## src/hdl/afp_pkg.sv

```systemverilog
package afp_pkg;

    localparam int OCC_W = 5;

    localparam logic OP_SEND = 1'b0;
    localparam logic OP_RECV = 1'b1;

    localparam logic KIND_NORMAL = 1'b0;
    localparam logic KIND_ALARM  = 1'b1;

    typedef enum logic [2:0] {
        ST_SENT      = 3'd0,
        ST_NO_ROOM   = 3'd1,
        ST_ALARM_RX  = 3'd2,
        ST_NORMAL_RX = 3'd3,
        ST_NO_MSG    = 3'd4
    } status_t;

    // Everything of a result except the data word.
    typedef struct packed {
        status_t            status;
        logic [OCC_W-1:0]   occupancy;
        logic               alarm_held;
    } res_info_t;

endpackage

```

## src/hdl/afp_mem.sv

```systemverilog
module afp_mem #(
    parameter int DEPTH      = 16,
    parameter int DATA_WIDTH = 32
) (
    input  logic                     clk,
    input  logic                     we,
    input  logic [$clog2(DEPTH)-1:0] waddr,
    input  logic [DATA_WIDTH-1:0]    wdata,
    input  logic                     re,
    input  logic [$clog2(DEPTH)-1:0] raddr,
    output logic [DATA_WIDTH-1:0]    rdata
);

    logic [DATA_WIDTH-1:0] ram_reg [DEPTH];
    logic [DATA_WIDTH-1:0] rdata_reg;

    always_ff @(posedge clk)
    begin
        if (we)
        begin
            ram_reg[waddr] <= wdata;
        end
        if (re)
        begin
            rdata_reg <= ram_reg[raddr];
        end
    end

    assign rdata = rdata_reg;

endmodule

```

## src/hdl/afp_ctrl.sv

```systemverilog
module afp_ctrl #(
    parameter int DEPTH      = 16,
    parameter int DATA_WIDTH = 32
) (
    input  logic                     clk,
    input  logic                     rst_n,
    input  logic                     fire,
    input  logic                     op,
    input  logic                     kind,
    input  logic [DATA_WIDTH-1:0]    payload,
    output logic                     mem_we,
    output logic [$clog2(DEPTH)-1:0] mem_waddr,
    output logic [DATA_WIDTH-1:0]    mem_wdata,
    output logic                     mem_re,
    output logic [$clog2(DEPTH)-1:0] mem_raddr,
    output afp_pkg::res_info_t       res,
    output logic [DATA_WIDTH-1:0]    res_data,
    output logic                     res_now,
    output logic                     res_mem
);

    import afp_pkg::*;

    localparam int PW = $clog2(DEPTH);
    localparam int CW = $clog2(DEPTH + 1);

    logic [PW-1:0]         rd_ptr_reg, rd_ptr_next;
    logic [PW-1:0]         wr_ptr_reg, wr_ptr_next;
    logic [CW-1:0]         count_reg, count_next;
    logic                  alarm_valid_reg, alarm_valid_next;
    logic [DATA_WIDTH-1:0] alarm_word_reg, alarm_word_next;
    status_t               status;
    logic [CW:0]           occ_sum;

    function automatic logic [PW-1:0] ptr_inc(input logic [PW-1:0] p);
        return (p == PW'(DEPTH - 1)) ? '0 : p + 1'b1;
    endfunction

    always_comb
    begin
        rd_ptr_next      = rd_ptr_reg;
        wr_ptr_next      = wr_ptr_reg;
        count_next       = count_reg;
        alarm_valid_next = alarm_valid_reg;
        alarm_word_next  = alarm_word_reg;
        mem_we           = 1'b0;
        mem_re           = 1'b0;
        res_mem          = 1'b0;
        res_data         = '0;
        status           = ST_NO_MSG;
        if (fire)
        begin
            if (op == OP_SEND)
            begin
                if (kind == KIND_ALARM)
                begin
                    if (alarm_valid_reg)
                    begin
                        status = ST_NO_ROOM;
                    end
                    else
                    begin
                        alarm_word_next  = payload;
                        alarm_valid_next = 1'b1;
                        status           = ST_SENT;
                    end
                end
                else if (count_reg == CW'(DEPTH))
                begin
                    status = ST_NO_ROOM;
                end
                else
                begin
                    mem_we      = 1'b1;
                    wr_ptr_next = ptr_inc(wr_ptr_reg);
                    count_next  = count_reg + 1'b1;
                    status      = ST_SENT;
                end
            end
            else
            begin
                if (alarm_valid_reg)
                begin
                    res_data         = alarm_word_reg;
                    alarm_valid_next = 1'b0;
                    status           = ST_ALARM_RX;
                end
                else if (count_reg != '0)
                begin
                    // word arrives from the RAM in the next cycle
                    mem_re      = 1'b1;
                    res_mem     = 1'b1;
                    rd_ptr_next = ptr_inc(rd_ptr_reg);
                    count_next  = count_reg - 1'b1;
                    status      = ST_NORMAL_RX;
                end
                else
                begin
                    status = ST_NO_MSG;
                end
            end
        end
    end

    assign occ_sum        = {1'b0, count_next} + {{CW{1'b0}}, alarm_valid_next};
    assign res.status     = status;
    assign res.occupancy  = OCC_W'(occ_sum);
    assign res.alarm_held = alarm_valid_next;
    assign res_now        = fire && !res_mem;

    assign mem_waddr = wr_ptr_reg;
    assign mem_wdata = payload;
    assign mem_raddr = rd_ptr_reg;

    always_ff @(posedge clk or negedge rst_n)
    begin
        if (!rst_n)
        begin
            rd_ptr_reg      <= '0;
            wr_ptr_reg      <= '0;
            count_reg       <= '0;
            alarm_valid_reg <= 1'b0;
        end
        else
        begin
            rd_ptr_reg      <= rd_ptr_next;
            wr_ptr_reg      <= wr_ptr_next;
            count_reg       <= count_next;
            alarm_valid_reg <= alarm_valid_next;
        end
    end

    always_ff @(posedge clk)
    begin
        alarm_word_reg <= alarm_word_next;
    end

endmodule

```

## src/hdl/alarm_priority_fifo.sv

```systemverilog
// Message queue: a ring-buffer FIFO of DEPTH normal words in a synchronous RAM plus a
// single alarm slot in flops. Every accepted word (op 0 send, op 1 receive) gives one
// result: status, received word, occupancy after the step and the alarm flag. A receive
// takes the alarm first, then the oldest normal word. Sends, alarm receives and empty
// receives load their result straight into the output stage; a receive from the RAM
// comes via the RAM read register, and in_ready is low while that read is in flight.
// A registered output stage takes the next word in the same cycle its result is taken,
// so a stream of sends runs at one word per cycle while out_ready stays high; a stalled
// result holds in_ready low until it is taken. Occupancy is reported in 5 bits.
module alarm_priority_fifo #(
    parameter int DEPTH      = 16,
    parameter int DATA_WIDTH = 32
) (
    input  logic                  clk,
    input  logic                  rst_n,
    input  logic                  in_valid,
    output logic                  in_ready,
    input  logic                  op,
    input  logic                  kind,
    input  logic [DATA_WIDTH-1:0] payload,
    output logic                  out_valid,
    input  logic                  out_ready,
    output logic [2:0]            status,
    output logic [DATA_WIDTH-1:0] data_out,
    output logic [afp_pkg::OCC_W-1:0] occupancy,
    output logic                  alarm_held
);

    import afp_pkg::*;

    localparam int PW = $clog2(DEPTH);

    logic                  fire;
    logic                  mem_we, mem_re;
    logic [PW-1:0]         mem_waddr, mem_raddr;
    logic [DATA_WIDTH-1:0] mem_wdata, mem_rdata;
    res_info_t             res;
    logic [DATA_WIDTH-1:0] res_data;
    logic                  res_now, res_mem;

    logic                  pend_reg, pend_next;
    res_info_t             pend_info_reg, pend_info_next;
    logic                  out_valid_reg, out_valid_next;
    res_info_t             out_info_reg, out_info_next;
    logic [DATA_WIDTH-1:0] out_data_reg, out_data_next;

    assign in_ready = !pend_reg && (!out_valid_reg || out_ready);
    assign fire     = in_valid && in_ready;

    afp_ctrl #(
        .DEPTH      (DEPTH),
        .DATA_WIDTH (DATA_WIDTH)
    ) u_ctrl (
        .clk       (clk),
        .rst_n     (rst_n),
        .fire      (fire),
        .op        (op),
        .kind      (kind),
        .payload   (payload),
        .mem_we    (mem_we),
        .mem_waddr (mem_waddr),
        .mem_wdata (mem_wdata),
        .mem_re    (mem_re),
        .mem_raddr (mem_raddr),
        .res       (res),
        .res_data  (res_data),
        .res_now   (res_now),
        .res_mem   (res_mem)
    );

    afp_mem #(
        .DEPTH      (DEPTH),
        .DATA_WIDTH (DATA_WIDTH)
    ) u_mem (
        .clk   (clk),
        .we    (mem_we),
        .waddr (mem_waddr),
        .wdata (mem_wdata),
        .re    (mem_re),
        .raddr (mem_raddr),
        .rdata (mem_rdata)
    );

    // output stage is always free by the time a pending RAM read returns
    always_comb
    begin
        pend_next      = res_mem;
        pend_info_next = res_mem ? res : pend_info_reg;
        out_valid_next = out_valid_reg && !out_ready;
        out_info_next  = out_info_reg;
        out_data_next  = out_data_reg;
        if (res_now)
        begin
            out_valid_next = 1'b1;
            out_info_next  = res;
            out_data_next  = res_data;
        end
        else if (pend_reg)
        begin
            out_valid_next = 1'b1;
            out_info_next  = pend_info_reg;
            out_data_next  = mem_rdata;
        end
    end

    always_ff @(posedge clk or negedge rst_n)
    begin
        if (!rst_n)
        begin
            pend_reg      <= 1'b0;
            out_valid_reg <= 1'b0;
        end
        else
        begin
            pend_reg      <= pend_next;
            out_valid_reg <= out_valid_next;
        end
    end

    always_ff @(posedge clk)
    begin
        pend_info_reg <= pend_info_next;
        out_info_reg  <= out_info_next;
        out_data_reg  <= out_data_next;
    end

    assign out_valid  = out_valid_reg;
    assign status     = out_info_reg.status;
    assign data_out   = out_data_reg;
    assign occupancy  = out_info_reg.occupancy;
    assign alarm_held = out_info_reg.alarm_held;

endmodule

```

## config.mk

```make
export PLATFORM = sky130hd
export DESIGN_NAME = alarm_priority_fifo
export DESIGN_NICKNAME = d
export VERILOG_FILES = /design/src/hdl/afp_pkg.sv /design/src/hdl/afp_mem.sv /design/src/hdl/afp_ctrl.sv /design/src/hdl/alarm_priority_fifo.sv
export SDC_FILE = /design/constraint.sdc
export NUM_CORES = 1
export LEC_CHECK = 0
export BUFFER_PORTS_ARGS = -buffer_cell sky130_fd_sc_hd__buf_4
export CAP_MARGIN = 20
export CELL_PAD_IN_SITES_DETAIL_PLACEMENT = 0
export CELL_PAD_IN_SITES_GLOBAL_PLACEMENT = 1
export CORE_MARGIN = 1.5
export CORE_UTILIZATION = 46
export DETAILED_ROUTE_END_ITERATION = 10
export PLACE_DENSITY_LB_ADDON = 0.1
export SLEW_MARGIN = 25
export SYNTH_ARGS = -nofsm -noshare
export SYNTH_HDL_FRONTEND = slang
export SYNTH_SLANG_ARGS = --single-unit
```

## constraint.sdc

```tcl
create_clock -name clk -period 4.5 [get_ports clk]
set_clock_uncertainty 0.1 [all_clocks]
set_input_delay 0.675 -clock clk [delete_from_list [all_inputs] [get_ports clk]]
set_output_delay 0.675 -clock clk [all_outputs]
set_load 0.03 [all_outputs]
```

# After elaboration in Yosys (flattened, before gate mapping)
# Memories as Yosys holds them, arrays and structs flattened. A register that Yosys moved wholly into a read port is not among the register bits.
# Index checks and enable logic that the tools add are counted.
classes:
  bitwise: 4
  n_eq_ne: 3
  add_sub_neg: 5
  mux: 37
  reduce_logical: 14
ops:
  columns: ["operator", "n"]
  rows:
  - ["32-bit 2-to-1 mux", 5]
  - ["5-bit 2-to-1 mux", 6]
  - ["9-bit 2-to-1 mux", 2]
  - ["1-bit 2-to-1 mux", 17]
  - ["3-bit 2-to-1 mux", 5]
  - ["4-bit AND reduction", 3]
  - ["4-bit by 1-bit adder with 4-bit output, second input constant", 2]
  - ["4-bit equality test, second input constant", 2]
  - ["4-bit 2-to-1 mux", 2]
  - ["5-bit by 1-bit adder with 5-bit output", 1]
  - ["5-bit by 1-bit adder with 5-bit output, second input constant", 1]
  - ["5-bit equality test, second input constant", 1]
  - ["5-bit nonzero test", 1]
  - ["5-bit by 1-bit subtractor with 5-bit output, second input constant", 1]
  - ["1-bit logical AND", 4]
  - ["1-bit zero test", 4]
  - ["1-bit NOT", 4]
  - ["2-bit nonzero test", 1]
  - ["1-bit logical OR", 1]
word_totals:
  ramBits: 512
  n_memories: 1
  reg_bits: 98
  input_bits: 38
  wordCells: 78
memory_table:
  columns: ["name", "words", "word_bits", "rd", "rd_ports_with_merged_regs", "write_ports", "line", "source"]
  rows:
  - ["u_mem.ram_reg", 16, 32, 1, 1, 1, "afp_mem.sv:14", "logic [DATA_WIDTH-1:0] ram_reg [DEPTH];"]

# Logic depth before layout (Yosys ltp)
depth:
  word_depth: 8
  mapped_depth: 13
  mapped_depth_nobuf: 12

# Hierarchy
# A second synthesis with hierarchy kept.
unflattened:
  hier_cells: 1152
  hier_area_um2: 24712.5
modules_own_cells:
  columns: ["mod", "n_inst", "seq_area_each_um2", "cells_each", "area_each_um2"]
  rows:
  - ["afp_mem", 1, 16335.7, 838, 20155.6]
  - ["afp_ctrl", 1, 1311.3, 211, 2446.1]
  - ["alarm_priority_fifo", 1, 1551.5, 103, 2110.8]

# Worst setup path before layout
# Ideal clock, no wire load.
synth_path:
  kind: "input to register"
  from: "input op"
  to: "memory u_mem.ram_reg[0][0], enable pin"
  stages: 6
  setup_slack_ps: -104
  required_time_ps: 3939
  t_arrival_ps: 4043
  cell_sequence: "clkbuf_1 or2_1 nor4_1 clkbuf_1 nand2_1 nor3_1"
synth_between:
  elab_chain_len: 4
synth_lines:
  columns: ["item", "line", "source"]
  rows:
  - ["start: declaration", "alarm_priority_fifo.sv:18", "input logic op,"]
  - ["1-bit 2-to-1 mux", "afp_ctrl.sv:53", "if (op == OP_SEND)"]
  - ["1-bit 2-to-1 mux", "afp_ctrl.sv:51", "if (fire)"]
  - ["1-bit 2-to-1 mux", "afp_mem.sv:19", "if (we)"]
  - ["1-bit 2-to-1 mux (not written as such)", "afp_mem.sv:21", "ram_reg[waddr] <= wdata;"]
  - ["end: declaration", "afp_mem.sv:14", null]
# Every way passes these cells.

==> summary.md <==
| Metric | Value |
|---|---|
| Post-synth top area share | 76.0% |
| Top-count cell post-synth | edfxtp_1 |
| Core ar. | between 0.05 and 0.06 mm^2 |
| Unique masters post-synth | between 40 and 50 |
| First-pass GRT wire length | approximately 84000 um |
| CTS tree | built |
| Placed cell areas | 0.0265 mm^2 |
| CP Data Required Time | 4.73 ns |
| Worst min-delay path category | in2reg |
| Seq/Total Area, Yosys | 77.6% |
| Antenna-violating nets left | 0 |
| Synthesized area | 0.0247 mm^2 |
| Top post-synthesis cells by count | edfxtp_1, nand2_1, mux2i_1 |
| Post-Synthesis Cells | 1347 |
| Yosys top cell by area | edfxtp_1 |
| Clk_lat worst skew | 0.59 ns |
| I/O Buffers | 80 |
| Vias in the first global route | 12800 |
| Htree depth | 3 |
| Setup CP Type | reg2reg |
| Dpl cells | between 2000 and 2500 |
| Via count | 12500 |
| Ys async rst share | under 10% |
| Setup-failing EPs final | 0 |
| I/O pins | 81 |
| CTS Buffer Depth | 3 |
| Worst-Margin Slew | between 0.9 and 1 ns |
| Top post-synthesis cells by area | edfxtp_1, mux4_2, mux2i_1 |
| Routed wire length | 56900 um |
| Most used DFF post-synth | edfxtp_1 |
| FF+latch count, synth | approximately 640 |
| Worst Path Arrival | 3.33 ns |
| DR iter-0 viols | about 920 |
| Area delta synth->final | 15.3% |
| Detailed-route DRC error count | 0 |
| Outcome | finished clean |
| Via density per instance | 5.71 |
| CTS root buf | clkbuf_16 |
| Syn Nets | 1394 |
| Largest net degree at the start of global routing | 69 |
| Post-DP HPWL | 31500 um |
| Final Net Count | ~1500 |
| Maximum vdd drop | 0.000359 V |
| Fin. max-slew vios | 0 |
| MaxCap Viol Count | 0 |
| Post-synth EDFFs | 626 |
| Initial Util | 46.8% |
| Placer Congestion | 0.767 |
| Final cell count without fillers | 2193 |
| Drt pass-1 iters | 6 |
| TritonCTS Buffers | between 60 and 70 |
| RSZ-0062 raised after global routing | false |
| Fin util | 54.0% |
| Average size of a mapped cell | 18.4 um^2 |
| Period utilization | 69.0% |
| # resized after CTS | 0 |
| Crit Path Max Fanout | 12 |
| CTS clock-pin slew for the worst setup and hold paths | 0.06 ns |
| Die extent in y | 235 um |
| Routed length per instance | 25.9 um |
| Clk sinks | 642 |
| Design area | 0.0285 mm^2 |
| Layout cell share with drive strength beyond 1 | roughly 22% |
| Critical path endpoint category | register |
| DIE WIDTH | 235 um |
| CP Launch Type | register |
| Max reg flops | 512 |
| Total global-route track usage | 20.7% |
| Final setup TNS | 0 ns |
| Max transition margin | 38.4% |
| Die area | 0.0552 mm^2 |
| Final min period | a little over 3 ns |
| Overflow after GRT | 0 |
| Final Hold Vio Count | 0 |
| Antenna violations before repair | 1 |
| FMAX | 322 MHz |
| Yosys warns | 0 |
| Pwr dens | 578 mW/mm^2 |
| Core Rows | 84 |
| P_leak | ~9.5 nW |
-- stage by stage --
stage / hold WS (ns) / power (mW) / worst slack, ns
3_5_place_dp: 0.412 / 11.6 / 1.15
3_3_place_gp: 0.404 / 11.5 / 1.23
2_1_floorplan: 0.279 / 10.2 / 0.129
6_report: 0.300 / 16.5 / 1.40
4_1_cts: 0.265 / 16.7 / 1.40
5_1_grt: 0.298 / 17.2 / 1.22
-- layer usage --
metal | vias up | part of all wire [%] | GRT usage (%)
met5 | - | 0 | 0
met4 | 0 | 1.5 | 5.47
met3 | 55 | 4.4 | 3.25
met2 | 308 | 49 | 33.8
met1 | 6555 | 45 | 29.3
li1 | 5614 | - | -
-- cell type report --
| cell class | count | area (um^2) |
|---|---|---|
| clock inverters | 23 | 139 |
| inverters | 6 | 22.5 |
| flip-flops and latches | 642 | 19200 |
| repair buffers | 121 | 1060 |
| diodes | 1 | 2.50 |
| well taps | 688 | 861 |
| clock buffers | 90 | 1870 |
| multi-input cells | 622 | 5380 |
| fillers | 4174 | 24300 |
-- critical path, cell delays in order (launching register included) --
cell and delay, ns:
dfrtp_1 0.41, nand2b_1 0.22, nor2_1 0.67, and3_2 0.31, nor2_1 0.06, xnor2_1 0.15
ha_1 0.23, ha_1 0.22, xor2_1 0.18, mux2_1 0.30
-- kinds of logic after synthesis --
kind of cell	count (synthesis)	share of synthesized area [%]
compound gates	223	5.59
xor+xnor	5	0.177
fa+ha+maj	9	0.455
buf+inv	83	1.36
flops	642	77.6
mux	198	11.4
simple gates	187	3.41
-- placed cells by master (no fill, tap or decap), types with 12 or more instances in the layout --
cell type	count
buf_4	108
nor2_4	12
a221oi_1	32
edfxtp_1	626
clkbuf_1	17
o21ai_0	93
mux2_2	34
dfrtp_1	13
mux2i_1	99
buf_12	12
a22oi_1	33
clkbuf_16	71
mux4_2	64
a21oi_1	39
nand2_1	123
-- power by group --
part	switching [mW]	internal (mW)	leakage [nW]	total [mW]
Clock	2.17	2.96	0.975	5.13
Sequential	0.399	7.02	5.85	7.42
Combinational	2.29	1.65	2.64	3.94
-- worst paths after layout --
| check | startpoint | to | slack (ns) | cells after the start |
|---|---|---|---|---|
| max | pend_reg | occupancy[2] | 1.40 | 9 |
| min | payload[25] | u_mem.ram_reg[14][25] | 0.30 | 1 |
| max reg2reg | pend_reg | occupancy[2] | 1.40 | 9 |
| min reg2reg | pend_info_reg[4] | occupancy[3] | 0.43 | 2 |
| max in group asynchronous | rst_n | u_ctrl.mem_raddr[1] | 3.67 | 2 |
| min in group asynchronous | rst_n | pend_reg | 0.40 | 2 |
-- what timing repair did --
action,4_1_cts,5_1_grt
buffers inserted,0,0
hold endpoints to repair,16,0
hold buffers,1,0
endpoints found under the setup margin,0,0
Note: power is estimated with default switching activity, not from simulation.
